### src/fdtd_pkg.sv
`timescale 1ns / 1ps
`default_nettype none

package fdtd_pkg;

  // Operand limit before the count saturates
  localparam int MaxOperandsDef = 48;

  // Byte codes of the DICT encoding
  localparam logic [7:0] OpLast      = 8'd21;
  localparam logic [7:0] OpEscape    = 8'd12;
  localparam logic [7:0] LeadInt16   = 8'd28;
  localparam logic [7:0] LeadInt32   = 8'd29;
  localparam logic [7:0] LeadReal    = 8'd30;
  localparam logic [7:0] OneByteLo   = 8'd32;
  localparam logic [7:0] OneByteHi   = 8'd246;
  localparam logic [7:0] PosShortLo  = 8'd247;
  localparam logic [7:0] PosShortHi  = 8'd250;
  localparam logic [7:0] NegShortLo  = 8'd251;
  localparam logic [7:0] NegShortHi  = 8'd254;
  localparam logic [7:0] OneByteBias = 8'd139;
  localparam logic [7:0] ShortBias   = 8'd108;
  localparam logic [3:0] RealEndNib  = 4'hf;

  // Token kinds
  localparam logic [1:0] KindInt    = 2'd0;
  localparam logic [1:0] KindOp     = 2'd1;
  localparam logic [1:0] KindReal   = 2'd2;
  localparam logic [1:0] KindReport = 2'd3;

  // Error codes
  localparam logic [2:0] ErrNone      = 3'd0;
  localparam logic [2:0] ErrReserved  = 3'd1;
  localparam logic [2:0] ErrLeftover  = 3'd2;
  localparam logic [2:0] ErrTruncated = 3'd3;
  localparam logic [2:0] ErrOverflow  = 3'd4;

  // Packed output data width (63 field bits, padded to whole bytes)
  localparam int OutDataW = 64;

  typedef enum logic [2:0] {
    PhIdle,
    PhEscape,
    PhShort,
    PhMulti,
    PhReal
  } phase_e;

  typedef struct packed {
    logic [1:0]         tok_kind;
    logic signed [31:0] int_value;
    logic [4:0]         op_code;
    logic [7:0]         op_escape;
    logic [5:0]         operand_count;
    logic [7:0]         real_nibbles;
    logic               real_done;
    logic [2:0]         error_code;
    logic               dict_end;
  } token_t;

endpackage

`default_nettype wire

### src/font_dict_token_decoder_top.sv
`timescale 1ns / 1ps
`default_nettype none

// Channel   Dir  tdata                      tuser      tlast
// s_axis    in   dict_byte                  -          last_in_dict
// m_axis    out  value/op/count/real/error  tok_kind   dict_end
//
// One DICT byte per cycle is accepted while the output is not stalled; a byte taken
// in reaches the output through the input register and then the result register.
// Bytes that only open or continue a token produce no output request unless they end the dict.
// A stalled output holds; the input register still takes one more byte.
// Reset clears the decode phase, the operand count and both valid flags.

module font_dict_token_decoder_top #(
  parameter int MAX_OPERANDS = fdtd_pkg::MaxOperandsDef
) (
  input  wire logic        clk_i,
  input  wire logic        rst_ni,
  input  wire logic        s_axis_tvalid_i,
  output logic             s_axis_tready_o,
  input  wire logic [7:0]  s_axis_tdata_i,   // [7:0] dict_byte
  input  wire logic        s_axis_tlast_i,
  output logic             m_axis_tvalid_o,
  input  wire logic        m_axis_tready_i,
  output logic [fdtd_pkg::OutDataW-1:0] m_axis_tdata_o,
  // [31:0] int_value, [36:32] op_code, [44:37] op_escape,
  // [50:45] operand_count, [58:51] real_nibbles, [59] real_done,
  // [62:60] error_code, [63] zero
  output logic [1:0]       m_axis_tuser_o,   // [1:0] tok_kind
  output logic             m_axis_tlast_o
);

  import fdtd_pkg::*;

  logic       in_valid;
  logic [7:0] in_byte;
  logic       in_last;
  logic       advance;
  logic       out_free;
  logic       emit;
  token_t     tok;
  token_t     m_tok;

  // Advance the held byte whenever the result slot can take its token
  assign advance = in_valid && out_free;

  fdtd_in_reg u_in_reg (
    .clk_i     (clk_i),
    .rst_ni    (rst_ni),
    .s_valid_i (s_axis_tvalid_i),
    .s_ready_o (s_axis_tready_o),
    .s_byte_i  (s_axis_tdata_i),
    .s_last_i  (s_axis_tlast_i),
    .advance_i (advance),
    .valid_o   (in_valid),
    .byte_o    (in_byte),
    .last_o    (in_last)
  );

  fdtd_decode #(
    .MAX_OPERANDS (MAX_OPERANDS)
  ) u_decode (
    .clk_i   (clk_i),
    .rst_ni  (rst_ni),
    .valid_i (advance),
    .byte_i  (in_byte),
    .last_i  (in_last),
    .emit_o  (emit),
    .tok_o   (tok)
  );

  fdtd_out_reg u_out_reg (
    .clk_i     (clk_i),
    .rst_ni    (rst_ni),
    .load_i    (emit),
    .tok_i     (tok),
    .free_o    (out_free),
    .m_valid_o (m_axis_tvalid_o),
    .m_ready_i (m_axis_tready_i),
    .m_tok_o   (m_tok)
  );

  // Pack the result fields
  assign m_axis_tdata_o = {1'b0, m_tok.error_code, m_tok.real_done, m_tok.real_nibbles,
                           m_tok.operand_count, m_tok.op_escape, m_tok.op_code,
                           m_tok.int_value};
  assign m_axis_tuser_o = m_tok.tok_kind;
  assign m_axis_tlast_o = m_tok.dict_end;

endmodule

`default_nettype wire

### src/fdtd_in_reg.sv
`timescale 1ns / 1ps
`default_nettype none

module fdtd_in_reg (
  input  wire logic       clk_i,
  input  wire logic       rst_ni,
  input  wire logic       s_valid_i,
  output logic            s_ready_o,
  input  wire logic [7:0] s_byte_i,
  input  wire logic       s_last_i,
  input  wire logic       advance_i,
  output logic            valid_o,
  output logic [7:0]      byte_o,
  output logic            last_o
);

  logic       valid_q, valid_d;
  logic [7:0] byte_q;
  logic       last_q;
  logic       take;

  // Take a new request when the slot is empty or drains this cycle
  assign s_ready_o = !valid_q || advance_i;
  assign take      = s_valid_i && s_ready_o;

  always_comb begin
    valid_d = valid_q;
    if (take) begin
      valid_d = 1'b1;
    end else if (advance_i) begin
      valid_d = 1'b0;
    end
  end

  always_ff @(posedge clk_i or negedge rst_ni) begin
    if (!rst_ni) begin
      valid_q <= 1'b0;
    end else begin
      valid_q <= valid_d;
    end
  end

  // Hold the payload until it is consumed
  always_ff @(posedge clk_i) begin
    if (take) begin
      byte_q <= s_byte_i;
      last_q <= s_last_i;
    end
  end

  assign valid_o = valid_q;
  assign byte_o  = byte_q;
  assign last_o  = last_q;

endmodule

`default_nettype wire

### src/fdtd_decode.sv
`timescale 1ns / 1ps
`default_nettype none

module fdtd_decode #(
  parameter int MAX_OPERANDS = fdtd_pkg::MaxOperandsDef
) (
  input  wire logic       clk_i,
  input  wire logic       rst_ni,
  input  wire logic       valid_i,
  input  wire logic [7:0] byte_i,
  input  wire logic       last_i,
  output logic            emit_o,
  output fdtd_pkg::token_t tok_o
);

  import fdtd_pkg::*;

  localparam logic [5:0] MaxOps = 6'(MAX_OPERANDS);

  phase_e      phase_q, phase_d;
  logic [1:0]  rem_q, rem_d;
  logic [7:0]  lead_q, lead_d;
  logic [31:0] part_q, part_d;
  logic [5:0]  cnt_q, cnt_d;

  logic        emit;
  token_t      tok;
  logic        overflow;
  logic        reserved;
  logic        cnt_full;
  logic [5:0]  cnt_next;
  logic [1:0]  hi_off;
  logic [10:0] mag;
  logic [31:0] shifted;

  // Counter step for one more operand, saturating at the limit
  assign cnt_full = (cnt_q >= MaxOps);
  assign cnt_next = cnt_full ? MaxOps : cnt_q + 6'd1;

  // Two-byte operand magnitude
  assign hi_off  = (lead_q <= PosShortHi) ? 2'(lead_q - PosShortLo) : 2'(lead_q - NegShortLo);
  assign mag     = {1'b0, hi_off, 8'h00} + {3'b000, byte_i} + {3'b000, ShortBias};
  assign shifted = {part_q[23:0], byte_i};

  always_comb begin
    phase_d  = phase_q;
    rem_d    = rem_q;
    lead_d   = lead_q;
    part_d   = part_q;
    cnt_d    = cnt_q;
    emit     = 1'b0;
    overflow = 1'b0;
    reserved = 1'b0;
    tok      = '0;
    tok.tok_kind = KindReport;

    unique case (phase_q)
      PhIdle: begin
        priority if (byte_i <= OpLast) begin
          if (byte_i == OpEscape) begin
            phase_d = PhEscape;
          end else begin
            emit              = 1'b1;
            tok.tok_kind      = KindOp;
            tok.op_code       = byte_i[4:0];
            tok.operand_count = cnt_q;
            cnt_d             = '0;
          end
        end else if (byte_i == LeadInt16 || byte_i == LeadInt32) begin
          lead_d  = byte_i;
          part_d  = '0;
          rem_d   = (byte_i == LeadInt16) ? 2'd1 : 2'd3;
          phase_d = PhMulti;
        end else if (byte_i == LeadReal) begin
          phase_d = PhReal;
        end else if (byte_i >= OneByteLo && byte_i <= OneByteHi) begin
          emit          = 1'b1;
          tok.tok_kind  = KindInt;
          tok.int_value = 32'(signed'({1'b0, byte_i} - {1'b0, OneByteBias}));
          overflow      = cnt_full;
          cnt_d         = cnt_next;
        end else if (byte_i >= PosShortLo && byte_i <= NegShortHi) begin
          lead_d  = byte_i;
          phase_d = PhShort;
        end else begin
          // Reserved byte at a token start
          emit     = 1'b1;
          reserved = 1'b1;
        end
      end
      PhEscape: begin
        emit              = 1'b1;
        tok.tok_kind      = KindOp;
        tok.op_code       = OpEscape[4:0];
        tok.op_escape     = byte_i;
        tok.operand_count = cnt_q;
        cnt_d             = '0;
        phase_d           = PhIdle;
      end
      PhShort: begin
        emit         = 1'b1;
        tok.tok_kind = KindInt;
        if (lead_q <= PosShortHi) begin
          tok.int_value = signed'({21'd0, mag});
        end else begin
          tok.int_value = signed'(32'd0 - {21'd0, mag});
        end
        overflow = cnt_full;
        cnt_d    = cnt_next;
        phase_d  = PhIdle;
      end
      PhMulti: begin
        if (rem_q == 2'd0) begin
          emit         = 1'b1;
          tok.tok_kind = KindInt;
          if (lead_q == LeadInt16) begin
            tok.int_value = signed'({{16{shifted[15]}}, shifted[15:0]});
          end else begin
            tok.int_value = signed'(shifted);
          end
          overflow = cnt_full;
          cnt_d    = cnt_next;
          part_d   = '0;
          phase_d  = PhIdle;
        end else begin
          part_d = shifted;
          rem_d  = rem_q - 2'd1;
        end
      end
      PhReal: begin
        emit             = 1'b1;
        tok.tok_kind     = KindReal;
        tok.real_nibbles = byte_i;
        if (byte_i[3:0] == RealEndNib) begin
          tok.real_done = 1'b1;
          overflow      = cnt_full;
          cnt_d         = cnt_next;
          phase_d       = PhIdle;
        end
      end
      default: begin
        phase_d = PhIdle;
      end
    endcase

    // Error priority: reserved, then overflow; dict end may override
    if (reserved) begin
      tok.error_code = ErrReserved;
    end else if (overflow) begin
      tok.error_code = ErrOverflow;
    end else begin
      tok.error_code = ErrNone;
    end

    // Close the dict: report truncation or leftover operands, clear state
    if (last_i) begin
      if (!reserved && phase_d != PhIdle) begin
        tok.error_code = ErrTruncated;
      end else if (tok.error_code == ErrNone && cnt_d != '0) begin
        tok.error_code = ErrLeftover;
      end
      emit         = 1'b1;
      tok.dict_end = 1'b1;
      phase_d      = PhIdle;
      rem_d        = '0;
      lead_d       = '0;
      part_d       = '0;
      cnt_d        = '0;
    end
  end

  always_ff @(posedge clk_i or negedge rst_ni) begin
    if (!rst_ni) begin
      phase_q <= PhIdle;
      rem_q   <= '0;
      lead_q  <= '0;
      part_q  <= '0;
      cnt_q   <= '0;
    end else if (valid_i) begin
      phase_q <= phase_d;
      rem_q   <= rem_d;
      lead_q  <= lead_d;
      part_q  <= part_d;
      cnt_q   <= cnt_d;
    end
  end

  assign emit_o = valid_i && emit;
  assign tok_o  = tok;

endmodule

`default_nettype wire

### src/fdtd_out_reg.sv
`timescale 1ns / 1ps
`default_nettype none

module fdtd_out_reg (
  input  wire logic             clk_i,
  input  wire logic             rst_ni,
  input  wire logic             load_i,
  input  wire fdtd_pkg::token_t tok_i,
  output logic                  free_o,
  output logic                  m_valid_o,
  input  wire logic             m_ready_i,
  output fdtd_pkg::token_t      m_tok_o
);

  import fdtd_pkg::*;

  logic   valid_q, valid_d;
  token_t tok_q;

  // Slot is free when empty or when its request leaves this cycle
  assign free_o = !valid_q || m_ready_i;

  always_comb begin
    valid_d = valid_q;
    if (load_i) begin
      valid_d = 1'b1;
    end else if (m_ready_i) begin
      valid_d = 1'b0;
    end
  end

  always_ff @(posedge clk_i or negedge rst_ni) begin
    if (!rst_ni) begin
      valid_q <= 1'b0;
    end else begin
      valid_q <= valid_d;
    end
  end

  always_ff @(posedge clk_i) begin
    if (load_i) begin
      tok_q <= tok_i;
    end
  end

  assign m_valid_o = valid_q;
  assign m_tok_o   = tok_q;

endmodule

`default_nettype wire

### config.mk
export PLATFORM = sky130hd
export DESIGN_NAME = font_dict_token_decoder_top
export DESIGN_NICKNAME = d
export VERILOG_FILES = /design/src/fdtd_pkg.sv /design/src/font_dict_token_decoder_top.sv /design/src/fdtd_in_reg.sv /design/src/fdtd_decode.sv /design/src/fdtd_out_reg.sv
export SDC_FILE = /design/constraint.sdc
export NUM_CORES = 1
export LEC_CHECK = 0
export BUFFER_PORTS_ARGS = -buffer_cell sky130_fd_sc_hd__buf_2
export CAP_MARGIN = 20
export CELL_PAD_IN_SITES_DETAIL_PLACEMENT = 1
export CELL_PAD_IN_SITES_GLOBAL_PLACEMENT = 1
export CORE_UTILIZATION = 45
export CTS_CLUSTER_DIAMETER = 80
export DETAILED_ROUTE_END_ITERATION = 16
export PLACE_DENSITY = 0.79
export SYNTH_ARGS = -nofsm -noshare
export SYNTH_HDL_FRONTEND = slang
export SYNTH_SLANG_ARGS = --single-unit
### constraint.sdc
create_clock -name clk_i -period 7 [get_ports clk_i]
set_clock_uncertainty 0.1 [all_clocks]
set_input_delay 0.7 -clock clk_i [delete_from_list [all_inputs] [get_ports clk_i]]
set_output_delay 0.7 -clock clk_i [all_outputs]
set_load 0.005 [all_outputs]
Word-level counts from Yosys, hierarchy flattened:

Cells that the tools add are included.

* flip-flop bits (word level): 120
* bits in latches: 0
* bits in writable memories: 0
* ROM bits: 0
* bits of input ports: 13
* word-level logic and storage cells: 163
* memories: 0

* add/subtract/negate cells: 8
* multipliers: 0
* div/mod/pow operators: 0
* $lt $le $gt $ge: 7
* equal/unequal tests: 16
* shifts and indexed selects: 0
* mux-type cells: 87
* bitwise operators: 0
* reductions and logical operators: 27

Operators by type and width (count)
* 34-bit two-way mux: 4
* 24-bit two-way mux: 4
* 32-bit two-way mux: 3
* 32-bit case mux with 3 select lines: 1
* 6-bit two-way mux: 11
* 8-bit two-way mux: 7
* 24-bit case mux with 2 select lines: 1
* 3-bit two-way mux: 13
* 8-bit by 5-bit == test with 1-bit output (second input constant): 4
* 6-bit case mux with 5 select lines: 1
* 8-bit <= comparator (second input constant): 3
* 1-bit two-way mux: 24
* 2-bit two-way mux: 8
* 6-bit case mux with 2 select lines: 1
* 1-bit by 11-bit subtractor with 12-bit output (first input constant): 1
* 10-bit by 8-bit adder with 11-bit output: 1
* 11-bit by 7-bit adder with 11-bit output (second input constant): 1
* 5-bit two-way mux: 2
* 2-bit case mux with 5 select lines: 1
* 5-bit case mux with 2 select lines: 1
* 3-bit by 2-bit inequality test with 1-bit output (second input constant): 3
* 3-bit case mux with 3 select lines: 1
* 3-bit nonzero test: 3
* 8-bit by 8-bit subtractor with 9-bit output (second input constant): 1
* 29 further kinds: 45

Logic depth before layout (Yosys ltp):

* depth in word-level cells: 14
* gate-level depth with buffers: 13
* mapped depth without buffers: 9

Modules after synthesis:

From an unflattened synthesis, not the netlist that was laid out.

* cells, all modules: 594
* area, all modules: 6298.5 um^2

By module, submodules not included
* fdtd_decode: instances 1, cells each 509, area an instance 3927.5 um^2, seq. area each 1076.0 um^2
* fdtd_out_reg: instances 1, cells each 69, area an instance 2029.4 um^2, seq. area each 2006.9 um^2
* fdtd_in_reg: instances 1, cells each 13, area an instance 324.1 um^2, seq. area each 295.3 um^2
* font_dict_token_decoder_top: instances 1, cells each 3, area an instance 17.5 um^2, seq. area each 0.0 um^2

Worst setup path after synthesis:

No wires, ideal clock.

* path kind: register to register
* start: register u_in_reg.byte_q[3], in the netlist u_in_reg.byte_o[3]
* end: register u_out_reg.tok_q (netlist bit u_out_reg.m_tok_o[0]), enable pin
* setup time: 0.514 ns
* arrival: 5.106 ns
* data required time: 6.386 ns
* slack: 1.281 ns
* cell stages (with the launch flop): 10
* path buffers: 1
* path through: edfxtp_1 -> buf_2 -> inv_1 -> ha_1 -> nor2b_1 -> o211a_1 -> nor2_1 -> nor3_1 -> a221oi_1 -> a21oi_1

* cells in the longest elaborated chain, start to end: 10
* elaborated cells on any way between the ends: 21

Ends and longest elaborated chain
* start: declaration: RTL line fdtd_in_reg.sv:18 `logic [7:0] byte_q;`
* start signal: assignment: RTL line fdtd_in_reg.sv:46 `byte_q <= s_byte_i;`
* 8-bit >= comparator / 8-bit <= comparator (equally long branches): RTL line fdtd_decode.sv:82 `end else if (byte_i >= PosShortLo && byte_i <= NegShortHi) begin`
* 1-bit logical AND: RTL line fdtd_decode.sv:82
* 1-bit two-way mux: RTL line fdtd_decode.sv:82
* 1-bit two-way mux: RTL line fdtd_decode.sv:76 `end else if (byte_i >= OneByteLo && byte_i <= OneByteHi) begin`
* 1-bit two-way mux: RTL line fdtd_decode.sv:74 `end else if (byte_i == LeadReal) begin`
* 1-bit two-way mux: RTL line fdtd_decode.sv:69 `end else if (byte_i == LeadInt16 || byte_i == LeadInt32) begin`
* 1-bit two-way mux (*): RTL line fdtd_decode.sv:59 `priority if (byte_i <= OpLast) begin`
* 1-bit case mux with 3 select lines (*): RTL line fdtd_decode.sv:57 `unique case (phase_q)`
* 1-bit two-way mux (*): RTL line fdtd_decode.sv:156 `if (last_i) begin`
* 1-bit logical AND (*): RTL line fdtd_decode.sv:188 `assign emit_o = valid_i && emit;`
* named net emit: RTL line font_dict_token_decoder_top.sv:40 `logic emit;`
* end signal: assignment: RTL line fdtd_out_reg.sv:42 `tok_q <= tok_i;`
* end: declaration: RTL line fdtd_out_reg.sv:18 `token_t tok_q;`

Mark *: on every way through the listed nets, which the timed path passes. The rest lies on a longest branch.
A chain may end at the register's enable or synchronous reset.

Final worst setup path:

* start: register u_in_reg.byte_q[3], in the netlist u_in_reg.byte_o[3]
* end: register u_out_reg.tok_q (netlist bit u_out_reg.m_tok_o[27]), enable pin

Same word-level chain as after synthesis.

==> reports/metrics.json <==
{
  "status": "finished, final reports clean",
  "die_area_um2": 14070,
  "std_cell_rows": 42,
  "final_standard_cell_area_without_fillers_um2": 7186,
  "grt_start_max_net_pins": 62,
  "max_cap_viol_count": 0,
  "ys.flop_type": "sky130_fd_sc_hd__edfxtp_1",
  "fin_tns_setup_ns": 0,
  "area_of_the_multi_input_gates_um2": 2517,
  "mean_cell_area_of_the_mapped_netlist_um2": 10.41,
  "post-layout-total-power_uw": 2076,
  "placedInstanceArea_um2": 6613,
  "detailedPlacementHpwl_mm": 11.19,
  "final.period_utilization_pct": 56.41,
  "cts.root.buffer_cell": "sky130_fd_sc_hd__clkbuf_16",
  "postSynthRegisterBits": 120,
  "floorplan.die.height_um": 118.6,
  "initial_antenna_violation_count": 0,
  "critical_path.max_stage_delay_ns": 0.67,
  "critical_path.reg2reg.endpoint": "u_out_reg.m_tok_o[27]$_DFFE_PP_",
  "initial_utilization_pct": 46.20,
  "final_period_minus_worst_setup_slack_ns": 3.949,
  "post-synth-top-area-fraction_pct": 36.81,
  "hold_class": "primary input to async pin",
  "routed_via_density": 5.643,
  "via_count_of_the_first_global_routing_pass": 4984,
  "die_width_um": 118.6,
  "power.leakage_uw": 0.003069,
  "cts_tree": "built",
  "path_clk_slew_ns": 0.05,
  "worst-setup-path-type": "flip-flop to flip-flop",
  "worst_path_max_delay_cell": "sky130_fd_sc_hd__buf_4",
  "drt.antenna.violating_nets": 0,
  "cts.hold.buffers_added": 0,
  "drive_above_1_share_pct": 19.28,
  "wl_per_cell_um": 19.14,
  "num_io_pins": 82,
  "grt_setup_unrepaired": "no",
  "pd_cells_nw_per_um2": 288.9,
  "yosysSeqAreaShare_pct": 55.21,
  "port-buffer-count": 80,
  "gpl.final_weighted_congestion": 0.8718,
  "grt_pass1_wl_mm": 26.14,
  "yosys.cell_types.count": 71,
  "fmax_mhz": 253.3,
  "cell_taking_the_most_area_after_synthesis": "sky130_fd_sc_hd__edfxtp_1",
  "syn_to_final_growth_pct": 17.44,
  "peakVddDrop_uv": 180.2,
  "leftover_overflow_at_the_end_of_global_routing": 0,
  "synth.net_count": 615,
  "worst_setup_path_start_kind": "flip-flop",
  "worst_setup_path_end_kind": "flip-flop",
  "worstSkewPairLatency_ns": 0.43,
  "cell_type_group_with_the_largest_total_delay_on_the_critical_path": "buffers and inverters",
  "drc_errors": 0,
  "drt_pre_antenna_iters": 4,
  "setup_viol_count_final": 0,
  "worst_slew_margin_rel_pct": 32.19,
  "cts_max_level": 4,
  "cp.arrival_ns": 3.90,
  "asyncSetResetFlopFracSynth_pct": 37.50,
  "r2r_setup_slack_ns": 3.05,
  "slew_viol_final": 0,
  "drt_first_iter_violations": 310,
  "ys.warnings.count": 0,
  "fill_count": 1483,
  "ctsResizeCount": 0,
  "finish.utilization_pct": 54.26,
  "synth-edff-count": 75,
  "timing.critical_path.cells": "inv_1 > ha_1 > nor2b_1 > o211a_1 > nor2_1 > nor3_1 > a221oi_1 > a21oi_4 > buf_4",
  "coreArea_um2": 13240,
  "route.vias.total": 4768,
  "cts.repair_timing.setup_buffer_count": 0,
  "rr_worst_depth": 9,
  "hold_violations": 0,
  "cts_buffer_depth": 2,
  "cp_num_buf_inv": 2,
  "final_net_count": 683,
  "ff_latch_area_um2": 3378,
  "synth.area.top_cells": "sky130_fd_sc_hd__edfxtp_1 (37%), sky130_fd_sc_hd__dfrtp_1 (18%), sky130_fd_sc_hd__nand2_1 (5.7%), sky130_fd_sc_hd__nand3_1 (2.9%), sky130_fd_sc_hd__o21ai_0 (2.9%)",
  "regToRegStartpoint": "u_in_reg.byte_o[3]$_DFFE_PP_",
  "ant_diodes": 0,
  "postSynthCellCount": 588,
  "cts_inserted_buffers": 17,
  "groute.usage.overall_pct": 24.51,
  "drt_wl_total_mm": 16.17,
  "worst_slew_pin_slew_ns": 1.010,
  "clock_sink_count": 120,
  "timing.critical_path.required_ns": 6.96,
  "crit_fanout": 61,
  "syn-cell-area_um2": 6118
}
-- Yosys cell counts (3+ instances only) --
library cell,count
sky130_fd_sc_hd__nand4_1,4
sky130_fd_sc_hd__edfxtp_1,75
sky130_fd_sc_hd__buf_2,10
sky130_fd_sc_hd__nor3_1,7
sky130_fd_sc_hd__buf_4,5
sky130_fd_sc_hd__o21ai_1,11
sky130_fd_sc_hd__a22o_1,6
sky130_fd_sc_hd__a21oi_1,21
sky130_fd_sc_hd__xnor2_1,7
sky130_fd_sc_hd__xor2_1,5
sky130_fd_sc_hd__o21ai_2,3
sky130_fd_sc_hd__nand3_1,36
sky130_fd_sc_hd__a31oi_1,3
sky130_fd_sc_hd__nor2b_1,13
sky130_fd_sc_hd__nor4_1,3
sky130_fd_sc_hd__dfrtp_1,45
sky130_fd_sc_hd__mux2_1,6
sky130_fd_sc_hd__a22oi_1,3
sky130_fd_sc_hd__or3_1,3
sky130_fd_sc_hd__inv_1,19
sky130_fd_sc_hd__mux2i_1,4
sky130_fd_sc_hd__nand2b_1,5
sky130_fd_sc_hd__nor3b_1,3
sky130_fd_sc_hd__ha_1,14
sky130_fd_sc_hd__nand2_1,93
sky130_fd_sc_hd__xnor2_2,3
sky130_fd_sc_hd__nor2_1,45
sky130_fd_sc_hd__and2_1,16
sky130_fd_sc_hd__o21a_1,3
sky130_fd_sc_hd__o31ai_1,6
sky130_fd_sc_hd__o21ai_0,36
sky130_fd_sc_hd__clkbuf_1,19
sky130_fd_sc_hd__a21o_1,5
-- how the worst max path moves through the flow --
stage	cells past startpoint	to	slack, ns	from
6_report	9	u_out_reg.m_tok_o[27]$_DFFE_PP_	3.05	u_in_reg.byte_o[3]$_DFFE_PP_
5_1_grt	9	u_out_reg.m_tok_o[61]$_DFFE_PP_	2.81	u_in_reg.byte_o[3]$_DFFE_PP_
4_1_cts	9	u_out_reg.m_tok_o[54]$_DFFE_PP_	3.10	u_in_reg.byte_o[3]$_DFFE_PP_
3_5_place_dp	9	u_out_reg.m_tok_o[64]$_DFFE_PP_	3.12	u_in_reg.byte_o[3]$_DFFE_PP_
3_3_place_gp	9	u_out_reg.m_tok_o[15]$_DFFE_PP_	3.42	u_in_reg.byte_o[3]$_DFFE_PP_
2_1_floorplan	9	u_out_reg.m_tok_o[0]$_DFFE_PP_	1.28	u_in_reg.byte_o[3]$_DFFE_PP_
-- flip-flops by register name (all words and copies together), names as in the netlist --
signal / count
u_out_reg.m_tok_o: 66
u_in_reg.valid_o: 1
u_decode.lead_q: 8
u_in_reg.last_o: 1
u_decode.cnt_q: 6
u_decode.phase_q: 3
u_out_reg.m_valid_o: 1
u_decode.part_q: 24
u_decode.rem_q: 2
u_in_reg.byte_o: 8
-- stage by stage --
step	setup slack, ns	hold slack [ns]	std cells
after floorplan	1.281	0.3044	588
after global placement	3.418	0.3543	812
after detailed placement	3.118	0.3608	812
after CTS	3.100	0.3350	844
after global routing	2.809	0.2457	845
final	3.051	0.2059	845
-- worst register-to-register path, delay by kind of cell, from the launching register on --
kind | cells | cell delay (ns)
DFF | 1 | 0.65
buffers and inverters | 2 | 0.93
AOI/OAI and AO/OA | 3 | 0.84
adders and majority gates | 1 | 0.25
and+or+nand+nor | 3 | 0.74
-- area by class of cell --
class                   instances  area share (%)
inverters                      19          0.9925
flip-flops and latches        120           47.01
well taps                     176           3.065
clock inverters                 5          0.6617
multi-input cells             413           35.03
repair buffers                 85           6.373
clock buffers                  27           6.861
-- layer usage --
| layer | track usage [%] | vias up | routed length (µm) |
|---|---|---|---|
| li1 | - | 2219 | - |
| met1 | 30.39 | 2367 | 6892 |
| met2 | 40.53 | 147 | 8113 |
| met3 | 6.129 | 35 | 744 |
| met4 | 10.60 | 0 | 422 |
| met5 | 0 | - | 0 |
-- cell families after synthesis --
| group | synth area share (%) |
|---|---|
| muxes | 1.759 |
| DFF | 55.21 |
| AOI/OAI and AO/OA | 13.52 |
| xor gates and xnor gates | 2.781 |
| other | 0.06129 |
| and+or+nand+nor | 19.67 |
| adders and majority gates | 2.863 |
| buffers and inverters | 4.131 |
-- power by group --
| part | switching [µW] | internal [µW] | total, µW |
|---|---|---|---|
| Clock | 294 | 511 | 806 |
| Sequential | 63.4 | 861 | 925 |
| Combinational | 209 | 136 | 345 |
| Total | 567 | 1510 | 2080 |
-- cells in the final DEF (no fill, tap or decap), types with 3 or more instances in the layout --
cell | Yosys | routed
sky130_fd_sc_hd__a21o_1 | 5 | 5
sky130_fd_sc_hd__a21oi_1 | 21 | 20
sky130_fd_sc_hd__a22o_1 | 6 | 6
sky130_fd_sc_hd__a22oi_1 | 3 | 3
sky130_fd_sc_hd__a31oi_1 | 3 | 3
sky130_fd_sc_hd__and2_1 | 16 | 16
sky130_fd_sc_hd__buf_2 | 10 | 80
sky130_fd_sc_hd__buf_4 | 5 | 4
sky130_fd_sc_hd__clkbuf_1 | 19 | 7
sky130_fd_sc_hd__clkbuf_16 | 0 | 17
sky130_fd_sc_hd__clkbuf_8 | 0 | 3
sky130_fd_sc_hd__dfrtp_1 | 45 | 45
sky130_fd_sc_hd__edfxtp_1 | 75 | 75
sky130_fd_sc_hd__ha_1 | 14 | 14
sky130_fd_sc_hd__inv_1 | 19 | 19
sky130_fd_sc_hd__mux2_1 | 6 | 6
sky130_fd_sc_hd__mux2i_1 | 4 | 4
sky130_fd_sc_hd__nand2_1 | 93 | 93
sky130_fd_sc_hd__nand2b_1 | 5 | 5
sky130_fd_sc_hd__nand3_1 | 36 | 36
sky130_fd_sc_hd__nand4_1 | 4 | 4
sky130_fd_sc_hd__nor2_1 | 45 | 45
sky130_fd_sc_hd__nor2b_1 | 13 | 13
sky130_fd_sc_hd__nor3_1 | 7 | 6
sky130_fd_sc_hd__nor4_1 | 3 | 3
sky130_fd_sc_hd__o21a_1 | 3 | 3
sky130_fd_sc_hd__o21ai_0 | 36 | 36
sky130_fd_sc_hd__o21ai_1 | 11 | 11
sky130_fd_sc_hd__o21ai_2 | 3 | 3
sky130_fd_sc_hd__o31ai_1 | 6 | 6
sky130_fd_sc_hd__or3_1 | 3 | 3
sky130_fd_sc_hd__xnor2_1 | 7 | 7
sky130_fd_sc_hd__xnor2_2 | 3 | 3
sky130_fd_sc_hd__xor2_1 | 5 | 5
Power figures use the tool's default switching activity.
